==> config.mk <==
export PLATFORM = sky130hd
export DESIGN_NAME = utf16_to_html_numeric_escape
export DESIGN_NICKNAME = d
export VERILOG_FILES = /design/src/hw/rtl/u2h_pkg.sv /design/src/hw/rtl/utf16_to_html_numeric_escape.sv /design/src/hw/rtl/u2h_front.sv /design/src/hw/rtl/u2h_fifo.sv /design/src/hw/rtl/u2h_back.sv
export VERILOG_INCLUDE_DIRS = /design/src /design/src/hw/rtl
export SDC_FILE = /design/constraint.sdc
export NUM_CORES = 1
export LEC_CHECK = 0
export ABC_CLOCK_PERIOD_IN_PS = 18180
export CAP_MARGIN = 20
export CORE_MARGIN = 2
export CORE_UTILIZATION = 35
export DETAILED_ROUTE_END_ITERATION = 6
export DONT_BUFFER_PORTS = 1
export SETUP_SLACK_MARGIN = 0.3
export SYNTH_ARGS = -nofsm -noshare
export SYNTH_HDL_FRONTEND = slang
export SYNTH_SLANG_ARGS = --single-unit
==> constraint.sdc <==
create_clock -name clk -period 18.18 [get_ports clk]
set_input_delay 0.909 -clock clk [delete_from_list [all_inputs] [get_ports clk]]
set_output_delay 0.909 -clock clk [all_outputs]
set_load 0.005 [all_outputs]
==> src/hw/rtl/assert_macros.svh <==
// ----------------------------------------------------------------------------
// assert_macros.svh
// Assertion helpers shared by the escape encoder blocks.
// ----------------------------------------------------------------------------
`ifndef ASSERT_MACROS_SVH
`define ASSERT_MACROS_SVH
`ifndef SYNTHESIS
// property holds on every clock edge outside reset
`define U2H_ASSERT(label, clk, rst_n, prop, msg) \
	label: assert property (@(posedge clk) disable iff (!rst_n) prop) else $error(msg);
// expression must never be true outside reset
`define U2H_ASSERT_NEVER(label, clk, rst_n, expr, msg) \
	`U2H_ASSERT(label, clk, rst_n, !(expr), msg)
`else
`define U2H_ASSERT(label, clk, rst_n, prop, msg)
`define U2H_ASSERT_NEVER(label, clk, rst_n, expr, msg)
`endif
`endif

==> src/hw/rtl/u2h_pkg.sv <==
// ----------------------------------------------------------------------------
// u2h_pkg
// Types and constants of the UTF-16 to numeric character reference encoder.
// ----------------------------------------------------------------------------
`default_nettype none

package u2h_pkg;

	localparam int unsigned UNIT_W   = 16;
	localparam int unsigned BYTE_W   = 8;
	localparam int unsigned POS_W    = 3;
	localparam int unsigned DEC_W    = 17;
	localparam int unsigned RUN_W    = 4;

	// unit classification thresholds
	localparam logic [UNIT_W-1:0] ASCII_LIMIT    = 16'd128;
	localparam logic [UNIT_W-1:0] FOUR_DIG_MIN   = 16'd1000;
	localparam logic [UNIT_W-1:0] FIVE_DIG_MIN   = 16'd10000;
	localparam logic [UNIT_W-1:0] CAPACITY_RESET = 16'd260;

	// run lengths in bytes
	localparam logic [RUN_W-1:0] RUN_ASCII = 4'd1;
	localparam logic [RUN_W-1:0] RUN_ESC3  = 4'd6;
	localparam logic [RUN_W-1:0] RUN_ESC4  = 4'd7;
	localparam logic [RUN_W-1:0] RUN_ESC5  = 4'd8;

	// most significant digit position per digit count
	localparam logic [POS_W-1:0] TOP_POS3 = 3'd2;
	localparam logic [POS_W-1:0] TOP_POS4 = 3'd3;
	localparam logic [POS_W-1:0] TOP_POS5 = 3'd4;
	localparam logic [POS_W-1:0] LAST_POS = 3'd0;
	localparam logic [POS_W-1:0] MAX_POS  = 3'd4;

	// output characters
	localparam logic [BYTE_W-1:0] CH_AMP  = 8'h26;
	localparam logic [BYTE_W-1:0] CH_HASH = 8'h23;
	localparam logic [BYTE_W-1:0] CH_SEMI = 8'h3B;
	localparam logic [BYTE_W-1:0] CH_ZERO = 8'h30;
	localparam logic [BYTE_W-1:0] CH_NUL  = 8'h00;

	// k times ten to the power p, row p, column k
	localparam logic [DEC_W-1:0] DEC_STEP [5][10] = '{
		'{17'd0, 17'd1, 17'd2, 17'd3, 17'd4, 17'd5, 17'd6, 17'd7, 17'd8, 17'd9},
		'{17'd0, 17'd10, 17'd20, 17'd30, 17'd40, 17'd50, 17'd60, 17'd70, 17'd80,
			17'd90},
		'{17'd0, 17'd100, 17'd200, 17'd300, 17'd400, 17'd500, 17'd600, 17'd700,
			17'd800, 17'd900},
		'{17'd0, 17'd1000, 17'd2000, 17'd3000, 17'd4000, 17'd5000, 17'd6000,
			17'd7000, 17'd8000, 17'd9000},
		'{17'd0, 17'd10000, 17'd20000, 17'd30000, 17'd40000, 17'd50000, 17'd60000,
			17'd70000, 17'd80000, 17'd90000}
	};

	// what the back end does with a queued unit
	typedef enum logic [1:0] {
		KIND_ASCII = 2'd0,
		KIND_ESC   = 2'd1,
		KIND_TERM  = 2'd2
	} kind_t;

	typedef struct packed {
		kind_t              kind;
		logic [UNIT_W-1:0]  unit;
		logic [POS_W-1:0]   top_pos;
	} entry_t;

endpackage

`default_nettype wire

==> src/hw/rtl/utf16_to_html_numeric_escape.sv <==
// ----------------------------------------------------------------------------
// utf16_to_html_numeric_escape
// Turns UTF-16 code units into ANSI bytes with numeric character references.
// ----------------------------------------------------------------------------
// Input channel: one code unit per beat (in_valid, in_stall, code_unit).
// Output channel: one byte per beat (out_valid, out_stall, out_byte,
// run_last); run_last marks the final byte produced for a code unit.
// Units below 128 give one byte, a zero unit gives one 0 byte and restarts
// the budget, other units give '&#', 3 to 5 decimal digits and ';'.
// The front end takes a unit every cycle while the queue has room; the
// back end emits one byte per cycle while out_stall is low, so ASCII
// text flows at one unit per cycle and an escaped unit holds the back
// end for 6 to 8 bytes. Each unit passes the queue, then the output register.
// When the byte budget runs below the reserve, nonzero units are accepted
// and dropped until the next terminator or capacity write.
// Writing cfg_wdata with cfg_we sets the capacity and reloads the budget.
// Reset empties the queue and output, sets capacity and budget to 260.
// A stalled output beat holds; the queue then fills and raises in_stall.
// ----------------------------------------------------------------------------
`default_nettype none

module utf16_to_html_numeric_escape #(
	parameter int unsigned ESCAPE_RESERVE = 9,
	parameter int unsigned QUEUE_DEPTH    = 4
) (
	input  wire logic                        clk,
	input  wire logic                        arst_n,
	input  wire logic                        in_valid,
	output logic                             in_stall,
	input  wire logic [u2h_pkg::UNIT_W-1:0]  code_unit,
	input  wire logic                        cfg_we,
	input  wire logic [u2h_pkg::UNIT_W-1:0]  cfg_wdata,
	output logic                             out_valid,
	input  wire logic                        out_stall,
	output logic [u2h_pkg::BYTE_W-1:0]       out_byte,
	output logic                             run_last
);
	import u2h_pkg::*;

	logic   q_push;
	logic   q_full;
	logic   q_pop;
	logic   q_not_empty;
	entry_t q_entry;
	entry_t q_head;

	// classification and budget
	u2h_front #(
		.ESCAPE_RESERVE(ESCAPE_RESERVE)
	) u_front (
		.clk      (clk),
		.arst_n   (arst_n),
		.in_valid (in_valid),
		.in_stall (in_stall),
		.code_unit(code_unit),
		.cfg_we   (cfg_we),
		.cfg_wdata(cfg_wdata),
		.q_full   (q_full),
		.q_push   (q_push),
		.q_entry  (q_entry)
	);

	// decoupling queue
	u2h_fifo #(
		.DEPTH(QUEUE_DEPTH)
	) u_fifo (
		.clk       (clk),
		.arst_n    (arst_n),
		.push      (q_push),
		.push_entry(q_entry),
		.full      (q_full),
		.pop       (q_pop),
		.not_empty (q_not_empty),
		.head      (q_head)
	);

	// byte expansion
	u2h_back u_back (
		.clk        (clk),
		.arst_n     (arst_n),
		.q_not_empty(q_not_empty),
		.q_head     (q_head),
		.q_pop      (q_pop),
		.out_valid  (out_valid),
		.out_stall  (out_stall),
		.out_byte   (out_byte),
		.run_last   (run_last)
	);

endmodule

`default_nettype wire

==> src/hw/rtl/u2h_front.sv <==
// ----------------------------------------------------------------------------
// u2h_front
// Accepts code units, keeps the byte budget and classifies each unit.
// ----------------------------------------------------------------------------
`default_nettype none

module u2h_front #(
	parameter int unsigned ESCAPE_RESERVE = 9
) (
	input  wire logic                        clk,
	input  wire logic                        arst_n,
	input  wire logic                        in_valid,
	output logic                             in_stall,
	input  wire logic [u2h_pkg::UNIT_W-1:0]  code_unit,
	input  wire logic                        cfg_we,
	input  wire logic [u2h_pkg::UNIT_W-1:0]  cfg_wdata,
	input  wire logic                        q_full,
	output logic                             q_push,
	output u2h_pkg::entry_t                  q_entry
);
	import u2h_pkg::*;

	localparam logic [UNIT_W-1:0] RESERVE = UNIT_W'(ESCAPE_RESERVE);

	logic [UNIT_W-1:0] capacity_q;
	logic [UNIT_W-1:0] budget_q;
	logic              stopped_q;
	logic              accept;
	logic              is_term;
	logic [RUN_W-1:0]  run_len;
	logic [UNIT_W-1:0] budget_spent;

	assign in_stall = q_full;
	assign accept   = in_valid && !q_full;
	assign is_term  = (code_unit == '0);

	// classify the unit and size its run
	always_comb begin
		q_entry.unit = code_unit;
		priority if (is_term) begin
			q_entry.kind    = KIND_TERM;
			q_entry.top_pos = LAST_POS;
			run_len         = '0;
		end else if (code_unit < ASCII_LIMIT) begin
			q_entry.kind    = KIND_ASCII;
			q_entry.top_pos = LAST_POS;
			run_len         = RUN_ASCII;
		end else if (code_unit >= FIVE_DIG_MIN) begin
			q_entry.kind    = KIND_ESC;
			q_entry.top_pos = TOP_POS5;
			run_len         = RUN_ESC5;
		end else if (code_unit >= FOUR_DIG_MIN) begin
			q_entry.kind    = KIND_ESC;
			q_entry.top_pos = TOP_POS4;
			run_len         = RUN_ESC4;
		end else begin
			q_entry.kind    = KIND_ESC;
			q_entry.top_pos = TOP_POS3;
			run_len         = RUN_ESC3;
		end
	end

	// terminators always go out, other units only while budget lasts
	assign q_push = accept && (is_term || !stopped_q);

	// saturating budget decrement
	assign budget_spent = (budget_q >= UNIT_W'(run_len)) ? budget_q - UNIT_W'(run_len) : '0;

	// capacity register and budget tracking
	always_ff @(posedge clk or negedge arst_n) begin
		if (!arst_n) begin
			capacity_q <= CAPACITY_RESET;
			budget_q   <= CAPACITY_RESET;
			stopped_q  <= (CAPACITY_RESET < RESERVE);
		end else if (cfg_we) begin
			capacity_q <= cfg_wdata;
			budget_q   <= cfg_wdata;
			stopped_q  <= (cfg_wdata < RESERVE);
		end else if (accept && is_term) begin
			budget_q  <= capacity_q;
			stopped_q <= (capacity_q < RESERVE);
		end else if (q_push) begin
			budget_q  <= budget_spent;
			stopped_q <= (budget_spent < RESERVE);
		end
	end

endmodule

`default_nettype wire

==> src/hw/rtl/u2h_fifo.sv <==
// ----------------------------------------------------------------------------
// u2h_fifo
// Short queue of classified units between the front and back ends.
// ----------------------------------------------------------------------------
`default_nettype none
`include "assert_macros.svh"

module u2h_fifo #(
	parameter int unsigned DEPTH = 4
) (
	input  wire logic             clk,
	input  wire logic             arst_n,
	input  wire logic             push,
	input  wire u2h_pkg::entry_t  push_entry,
	output logic                  full,
	input  wire logic             pop,
	output logic                  not_empty,
	output u2h_pkg::entry_t       head
);
	import u2h_pkg::*;

	localparam int unsigned AW = (DEPTH > 1) ? $clog2(DEPTH) : 1;
	localparam logic [AW:0] DEPTH_CNT = (AW + 1)'(DEPTH);
	localparam logic [AW-1:0] LAST_SLOT = AW'(DEPTH - 1);

	entry_t          slot_q [DEPTH];
	logic [AW-1:0]   wr_ptr_q;
	logic [AW-1:0]   rd_ptr_q;
	logic [AW:0]     count_q;

	assign full      = (count_q == DEPTH_CNT);
	assign not_empty = (count_q != '0);
	assign head      = slot_q[rd_ptr_q];

	// storage
	always_ff @(posedge clk) begin
		if (push) begin
			slot_q[wr_ptr_q] <= push_entry;
		end
	end

	// pointers and fill count
	always_ff @(posedge clk or negedge arst_n) begin
		if (!arst_n) begin
			wr_ptr_q <= '0;
			rd_ptr_q <= '0;
			count_q  <= '0;
		end else begin
			if (push) begin
				wr_ptr_q <= (wr_ptr_q == LAST_SLOT) ? '0 : wr_ptr_q + 1'b1;
			end
			if (pop) begin
				rd_ptr_q <= (rd_ptr_q == LAST_SLOT) ? '0 : rd_ptr_q + 1'b1;
			end
			if (push && !pop) begin
				count_q <= count_q + 1'b1;
			end else if (pop && !push) begin
				count_q <= count_q - 1'b1;
			end
		end
	end

	`U2H_ASSERT_NEVER(a_no_push_full, clk, arst_n, push && full, "push into full queue")
	`U2H_ASSERT_NEVER(a_no_pop_empty, clk, arst_n, pop && !not_empty, "pop from empty queue")
	`U2H_ASSERT(a_count_up, clk, arst_n, (push && !pop) |=> (count_q == $past(count_q) + 1'b1), "fill count lost a push")

endmodule

`default_nettype wire

==> src/hw/rtl/u2h_back.sv <==
// ----------------------------------------------------------------------------
// u2h_back
// Expands queued units into output bytes, one decimal digit per beat.
// ----------------------------------------------------------------------------
`default_nettype none
`include "assert_macros.svh"

module u2h_back (
	input  wire logic                        clk,
	input  wire logic                        arst_n,
	input  wire logic                        q_not_empty,
	input  wire u2h_pkg::entry_t             q_head,
	output logic                             q_pop,
	output logic                             out_valid,
	input  wire logic                        out_stall,
	output logic [u2h_pkg::BYTE_W-1:0]       out_byte,
	output logic                             run_last
);
	import u2h_pkg::*;

	typedef enum logic [3:0] {
		PH_IDLE  = 4'b0001,
		PH_HASH  = 4'b0010,
		PH_DIGIT = 4'b0100,
		PH_SEMI  = 4'b1000
	} phase_t;

	phase_t              phase_q;
	phase_t              phase_d;
	logic [UNIT_W-1:0]   rem_q;
	logic [UNIT_W-1:0]   rem_d;
	logic [POS_W-1:0]    pos_q;
	logic [POS_W-1:0]    pos_d;
	logic                out_valid_q;
	logic [BYTE_W-1:0]   out_byte_q;
	logic                run_last_q;
	logic                adv;
	logic                have_d;
	logic [BYTE_W-1:0]   byte_d;
	logic                last_d;
	logic [3:0]          digit;
	logic [DEC_W-1:0]    digit_sub;

	assign adv = !out_valid_q || !out_stall;

	// leading digit of the remainder at the current position
	always_comb begin
		digit     = '0;
		digit_sub = '0;
		for (int k = 1; k < 10; k++) begin
			if ({1'b0, rem_q} >= DEC_STEP[pos_q][k]) begin
				digit     = 4'(k);
				digit_sub = DEC_STEP[pos_q][k];
			end
		end
	end

	// byte sequencer
	always_comb begin
		phase_d = phase_q;
		rem_d   = rem_q;
		pos_d   = pos_q;
		have_d  = 1'b0;
		byte_d  = CH_NUL;
		last_d  = 1'b0;
		q_pop   = 1'b0;
		if (adv) begin
			unique case (phase_q)
				PH_IDLE: begin
					if (q_not_empty) begin
						q_pop  = 1'b1;
						have_d = 1'b1;
						unique case (q_head.kind)
							KIND_ASCII: begin
								byte_d = {1'b0, q_head.unit[6:0]};
								last_d = 1'b1;
							end
							KIND_ESC: begin
								byte_d  = CH_AMP;
								phase_d = PH_HASH;
								rem_d   = q_head.unit;
								pos_d   = q_head.top_pos;
							end
							default: begin
								byte_d = CH_NUL;
								last_d = 1'b1;
							end
						endcase
					end
				end
				PH_HASH: begin
					have_d  = 1'b1;
					byte_d  = CH_HASH;
					phase_d = PH_DIGIT;
				end
				PH_DIGIT: begin
					have_d = 1'b1;
					byte_d = CH_ZERO | {4'b0000, digit};
					rem_d  = rem_q - digit_sub[UNIT_W-1:0];
					if (pos_q == LAST_POS) begin
						phase_d = PH_SEMI;
					end else begin
						pos_d = pos_q - 1'b1;
					end
				end
				PH_SEMI: begin
					have_d  = 1'b1;
					byte_d  = CH_SEMI;
					last_d  = 1'b1;
					phase_d = PH_IDLE;
				end
				default: begin
					phase_d = PH_IDLE;
				end
			endcase
		end
	end

	// sequencer control state
	always_ff @(posedge clk or negedge arst_n) begin
		if (!arst_n) begin
			phase_q     <= PH_IDLE;
			out_valid_q <= 1'b0;
		end else begin
			phase_q <= phase_d;
			if (adv) begin
				out_valid_q <= have_d;
			end
		end
	end

	// working value and output beat
	always_ff @(posedge clk) begin
		rem_q <= rem_d;
		pos_q <= pos_d;
		if (adv && have_d) begin
			out_byte_q <= byte_d;
			run_last_q <= last_d;
		end
	end

	assign out_valid = out_valid_q;
	assign out_byte  = out_byte_q;
	assign run_last  = run_last_q;

	`U2H_ASSERT(a_pos_range, clk, arst_n, (phase_q == PH_DIGIT) |-> (pos_q <= MAX_POS), "digit position out of range")
	`U2H_ASSERT(a_rem_fits, clk, arst_n, ((phase_q == PH_DIGIT) && (pos_q <= MAX_POS)) |-> ({1'b0, rem_q} < DEC_STEP[pos_q][9] + DEC_STEP[pos_q][1]), "remainder too large for position")
	`U2H_ASSERT(a_pop_idle, clk, arst_n, q_pop |-> (phase_q == PH_IDLE), "queue popped mid run")

endmodule

`default_nettype wire
# Yosys cells after proc, flatten, opt, wreduce, memory -nomap -nowiden
# Memory sizes are Yosys's and may differ from the RTL's.
# Index checks and enable logic that the tools add are counted.
[word_totals]
ff_bits = 73
ram_bits = 84
romBits = 1360
input_bits = 37
out_inout_bits = 11
wordCells = 141
n_memories = 2
[op_classes]
addsub = 7
n_lt_le_gt_ge = 17
eq_ne = 12
mux = 65
bitwise = 1
n_reduce_logical = 25
[memory_table]
columns = ["name", "words", "word_bits", "read_ports", "rd_clocked_by_memory_dff", "write_ports", "line", "rtl"]
rows = [
  ["(no name shown)", 8, 170, 1, 0, 0, "u2h_back.sv:53", "digit_sub = DEC_STEP[pos_q][k];"],
  ["u_fifo.slot_q", 4, 21, 1, 0, 1, "u2h_fifo.sv:26", "entry_t slot_q [DEPTH];"],
]
[op_table]
columns = ["operator", "n"]
rows = [
  ["$mux W153", 2],
  ["$mux W16", 15],
  ["$ge A16 B17 Y1", 9],
  ["$mux W4", 14],
  ["$lt A16 B4 Y1 const B", 3],
  ["$pmux W16 S2", 1],
  ["$pmux W8 S4", 1],
  ["$mux W3", 8],
  ["$ge A16 B10 Y1 const B", 1],
  ["$ge A16 B14 Y1 const B", 1],
  ["$ge A16 B4 Y1", 1],
  ["$logic_not A16 Y1", 1],
  ["$lt A16 B8 Y1 const B", 1],
  ["$sub A16 B16 Y16", 1],
  ["$sub A16 B4 Y16", 1],
  ["$mux W1", 15],
  ["$pmux W7 S2", 1],
  ["$pmux W4 S3", 1],
  ["$mux W8", 1],
  ["$reduce_and A4 Y1", 2],
  ["$logic_and A1 B1 Y1", 6],
  ["$logic_not A1 Y1", 6],
  ["$mux W2", 3],
  ["$ne A2 B2 Y1 const B", 3],
  ["22 further kinds", 29],
]

# Depth between registers and ports, before layout
[logic_depth]
ltp_word = 16
ltp_mapped = 27
depth_no_buf = 27

# By module
# A second synthesis with hierarchy kept.
[unflattened]
cells_unflattened = 1107
area_unflattened_um2 = 11243.3
[modules_own_cells]
columns = ["mod", "instances", "cells_each", "area_per_inst_um2", "seq_area_each_um2"]
rows = [
  ["u2h_back", 1, 675, 5332.6, 937.1],
  ["u2h_fifo", 1, 147, 3479.6, 2697.6],
  ["u2h_front", 1, 285, 2431.1, 830.8],
]

# Least setup slack after synthesis
# Ideal clock, no wire load.
[synth_path]
kind = "reg-to-reg"
start = "register u_back.pos_q[2]"
end = "register u_back.rem_q[14], data pin"
setup_ps = 264
arrival_time_ps = 5865
required_time_ps = 17916
setup_slack_ps = 12051
path_stages_with_launch = 24
n_path_buf = 1
period_less_slack_ps = 6129
path_cell_list = "edfxtp_1 > inv_1 > clkbuf_1 > nand2_1 > inv_1 > ha_1 > a211o_1 > a2111oi_0 > a21oi_1 > nor2_1 > nor2_1 > a221o_1 > o21ai_1 > a31oi_1 > fa_1 > a21o_1 > a21oi_2 > o21bai_1 > a2111oi_2 > o31ai_1 > or4_1 > a31oi_1 > xor2_1 > o21ai_1"
[synth_via]
elab_chain_cells = 16
elab_cells_between_ends = 24
classes_between = "1 x add/sub; 9 x order compare; 12 x mux; 1 x bitwise; 1 x memory"
[synth_lines]
columns = ["element", "line", "rtl"]
rows = [
  ["from (decl)", "u2h_back.sv:32", "logic [POS_W-1:0] pos_q;"],
  ["from (signal assigned)", "u2h_back.sv:135", "pos_q <= pos_d;"],
  ["$not A3 Y4 (not written as such) (*)", "u2h_back.sv:51, u2h_back.sv:53", ""],
  ["$mem_v2 Z8 W170 (*)", "n/a", ""],
  ["$mux W153 (not written as such) (*)", "u2h_back.sv:53", ""],
  ["$mux W153 (not written as such) (*)", "u2h_back.sv:51", "if ({1'b0, rem_q} >= DEC_STEP[pos_q][k]) begin"],
  ["$ge A16 B17 Y1", "u2h_back.sv:51", ""],
  ["$mux W16 (8 in a row)", "u2h_back.sv:51", ""],
  ["$mux W16 (*)", "u2h_back.sv:51", ""],
  ["$sub A16 B16 Y16 (*)", "u2h_back.sv:99", "rem_d = rem_q - digit_sub[UNIT_W-1:0];"],
  ["$pmux W16 S2 (*)", "u2h_back.sv:68", "unique case (phase_q)"],
  ["to (signal assigned)", "u2h_back.sv:134", "rem_q <= rem_d;"],
  ["to (decl)", "u2h_back.sv:30", "logic [UNIT_W-1:0] rem_q;"],
]
# Every way passes the cells marked *; elsewhere a longest branch is shown, timed or not. The select of a mux whose other input is x is not followed.
# A chain may end at the register's enable or synchronous reset.

# Final worst setup path
# Same ends and word-level chain as after synthesis.

==> results summary <==
Before CTS, the worst setup slack after placement is about 11000 ps. The slew at the pin closest to its max-slew limit came out at 1063 ps. The routed via count is 8633. The detailed router used layers up to and including met4. The hold buffer count at cts came out at 0. The total DRC errors in the routed layout came out at 0. The height of the die is 180.3 µm. The violation count after the first detailed-route iteration came out at 892.

TritonCTS built the clock tree. The post-CTS setup-driven buffer insertion count came out at 0. The share of the Yosys chip area taken by registers is 0.4104.

In the synthesized netlist the async set-or-reset flop fraction comes to 0.2885. The number of global-route vias before repair came out at 8550. The flow ran to the end, and the final reports show no timing, DRC or antenna violations. The maximum clock rate came out at 145.0 MHz. Setup repair after global routing left no endpoint under its margin.

The longest clock path from root to sink contains 2 buffers. Summed over all nets, the half-perimeter wirelength after detailed placement is 21600 µm. The top cell type's share of synthesized area came out at 0.3063. The headroom to the max-slew limit came out at 0.2910.

The residual overflow from global routing is 0. Across all setup checks in the final design, the least slack found is around 11000 ps. Ranked by total cell area, the synthesized netlist is headed by sky130_fd_sc_hd__edfxtp_1, sky130_fd_sc_hd__ha_1, sky130_fd_sc_hd__dfrtp_1.

The sum of routed wire length over all layers came out at about 29000 µm. The detailed-route wire length on metal 1 came out at between 10000 and 15000 µm. Routability-driven placement finished with a final weighted congestion of between 0.8 and 0.9. The cell area after technology mapping came out at 10880 µm². The number of I/O pins is 48. The number of warnings reported in the yosys synthesis log is 0. The placeable core region came out at 30590 µm². The filler cells instantiated in the layout total approximately 3000. The highest net fanout along the worst path is 31. The final hold slack came out at 183.6 ps. Yosys instantiated no cell more often than sky130_fd_sc_hd__nand2_1. Entering global routing, the biggest net connects 51 pins. The clock latency of the later-clocked register in the worst-skew pair came out at 420 ps. The number of distinct library cells after synthesis came out at 98. The ratio of final minimum period to clock period came out at 0.3793. The cell at the root of the clock tree is sky130_fd_sc_hd__clkbuf_16.

The register area came out at 4466 µm². The count of port buffers added during placement came out at 0. The total negative slack for setup checks is 0 ps. The overall fraction of global-route tracks in use is 0.1807.

The area occupied by multi-input gates is 5978 µm². The wire length per cell after detailed routing is roughly 20 µm. The largest clock skew in the final design came out at just over 9 ps. The vias per cell is 5.885. The horizontal die dimension is between 150 and 200 µm. For this run, the detailed router's first-pass iteration total came to 5. The die covers between 30000 and 40000 µm². The final layout contains 1203 nets.

Setup violations remaining at the end of the flow were counted as 0. The count of antenna-violating nets left after detailed routing came out at 0. STA puts the critical path data arrival time at 7050 ps. The wire length of the first global-routing pass is 47310 µm.

The total CTS buffers came out at 17. The clock slew seen by the registers of the worst setup and hold paths is around 70 ps. The time the final worst path needs with I/O delays and setup is roughly 7000 ps. The worst setup path is captured at a register. After technology mapping, the gate count stands at 1071. The critical path is of the reg2reg type.

Measured on the finished design, the core utilization comes to 0.3869. The H-tree was split into 4 levels. The worst hold path belongs to the class in2async. The total length of routed met2 wires is 13760 µm. The placement row count came out at 64. The initial core utilization came out at 0.3557. The top flip-flop cell by instance count after synthesis is sky130_fd_sc_hd__edfxtp_1. The proportion of layout cells with a drive suffix above 1 is 0.1018. The post-synthesis sequential element count is 156. The synthesized area divided by synthesized cell count is 10.16 µm². The antenna cell count is 0. The final number of hold-violating endpoints is 0.

The number of antenna violations at the first check in global routing is 0. Counting flops with a built-in enable in the synthesized netlist gives 111. The post-CTS resize count is 0. Summed over all nets, wire length on met3 after detailed routing comes to approximately 1700 µm. For the worst setup path, the data required time is roughly 18000 ps. STA classifies the critical path startpoint as a register. The count of maximum capacitance violations came out at 0.

Ranked by instance count, the synthesized netlist is headed by sky130_fd_sc_hd__nand2_1, sky130_fd_sc_hd__edfxtp_1, sky130_fd_sc_hd__ha_1. The number of nets in the synthesized netlist came out at 1216. The total count of max-transition violations in the final report came out at 0. The area growth from synthesis to layout is 8.786%. The clock sink count is 156.

sky130_fd_sc_hd__edfxtp_1 takes more of the synthesized area than any other cell.
==> layout make-up <==
cell class | instances | area share
repair buffers | 10 | 0.009302
clock inverters | 15 | 0.01342
multi-input cells | 819 | 0.5051
flip-flops and latches | 156 | 0.3773
clock buffers | 17 | 0.03594
inverters | 54 | 0.01712
well taps | 396 | 0.04186
==> final timing paths <==
kind                       cells past startpoint             startpoint                     to  slack [ps]
hold reg to reg                                2  u_front.capacity_q[2]  u_front.capacity_q[2]         480
setup reg to reg                              25        u_back.pos_q[2]       u_back.rem_q[14]       11280
setup / recovery                              25        u_back.pos_q[2]       u_back.rem_q[14]       11280
hold / removal                                 0                 arst_n      u_back.phase_q[3]         180
min in group clk                               2  u_front.capacity_q[2]  u_front.capacity_q[2]         480
max in group asynchronous                      0                 arst_n  u_front.capacity_q[2]       17800
==> metal layers <==
layer,vias up,GRT usage
li1,4075,-
met1,4194,0.2463
met2,304,0.2907
met3,60,0.03254
met4,0,0.05968
met5,-,0
==> registers in the layout (all words and copies together) (netlist names), 2 cells and up <==
| signal | flops |
|---|---|
| u_fifo.wr_ptr_q | 2 |
| u_back.out_byte | 7 |
| u_back.pos_q | 3 |
| u_front.capacity_q | 16 |
| u_front.budget_q | 16 |
| u_back.rem_q | 16 |
| u_fifo.count_q | 3 |
| u_back.phase_q | 4 |
| u_fifo.slot_q | 84 |
| u_fifo.rd_ptr_q | 2 |
==> logic make-up after synthesis <==
| kind of cell | Yosys count | share of synthesized area |
|---|---|---|
| AND/OR/NAND/NOR | 342 | 0.1572 |
| XOR/XNOR | 21 | 0.01817 |
| adder cells (fa/ha/maj) | 108 | 0.1263 |
| AO/OA/AOI/OAI | 315 | 0.1929 |
| multiplexers | 32 | 0.05462 |
| flip-flops | 156 | 0.4104 |
| other | 1 | 0.0003447 |
| buffers and inverters | 96 | 0.04013 |
==> through the flow <==
step | area, µm² | std cells
global placement | 11190 | 1431
CTS | 11770 | 1463
detailed placement | 11190 | 1431
global route | 11840 | 1467
finish | 11840 | 1467
floorplan | 10880 | 1071
==> worst max-delay path, stage by stage (launching register included) <==
cell and delay (ps):
sky130_fd_sc_hd__edfxtp_1 350, sky130_fd_sc_hd__buf_4 240, sky130_fd_sc_hd__inv_1 140, sky130_fd_sc_hd__buf_4 310, sky130_fd_sc_hd__nand2_1 360, sky130_fd_sc_hd__ha_1 410
sky130_fd_sc_hd__a21oi_1 120, sky130_fd_sc_hd__o21ai_0 140, sky130_fd_sc_hd__a221oi_1 390, sky130_fd_sc_hd__o21ai_0 170, sky130_fd_sc_hd__a41oi_2 220, sky130_fd_sc_hd__buf_4 310
sky130_fd_sc_hd__nand2_1 310, sky130_fd_sc_hd__a221o_1 400, sky130_fd_sc_hd__o21ai_1 140, sky130_fd_sc_hd__a31oi_1 170, sky130_fd_sc_hd__fa_1 470, sky130_fd_sc_hd__a21o_1 210
sky130_fd_sc_hd__a21oi_2 170, sky130_fd_sc_hd__o21bai_1 120, sky130_fd_sc_hd__a2111oi_2 430, sky130_fd_sc_hd__o31ai_1 170, sky130_fd_sc_hd__or4_1 420, sky130_fd_sc_hd__a31oi_1 210
sky130_fd_sc_hd__xor2_1 180, sky130_fd_sc_hd__o21ai_1 70
==> placed cells by master (no fill, tap or decap), drive strengths merged, types with 9 or more instances in the layout <==
cell | netlist | layout
nand2 | 113 | 113
edfxtp | 111 | 111
ha | 105 | 105
o21ai | 100 | 100
nor2 | 79 | 79
a21oi | 67 | 67
inv | 54 | 61
dfrtp | 40 | 40
nor3 | 26 | 26
mux4 | 21 | 21
nand3 | 20 | 20
clkbuf | 25 | 17
nor4 | 17 | 17
a31oi | 16 | 16
o31ai | 16 | 16
nand4 | 15 | 15
a221oi | 13 | 13
nand2b | 13 | 13
o211ai | 12 | 12
xor2 | 11 | 11
nor2b | 10 | 10
a21o | 10 | 10
and2 | 10 | 10
buf | 17 | 10
xnor2 | 9 | 9
mux2 | 9 | 9
Power is left out: the tool's default activity adds up to more than one toggle a clock period on the data nets, which glitch-free logic cannot reach.
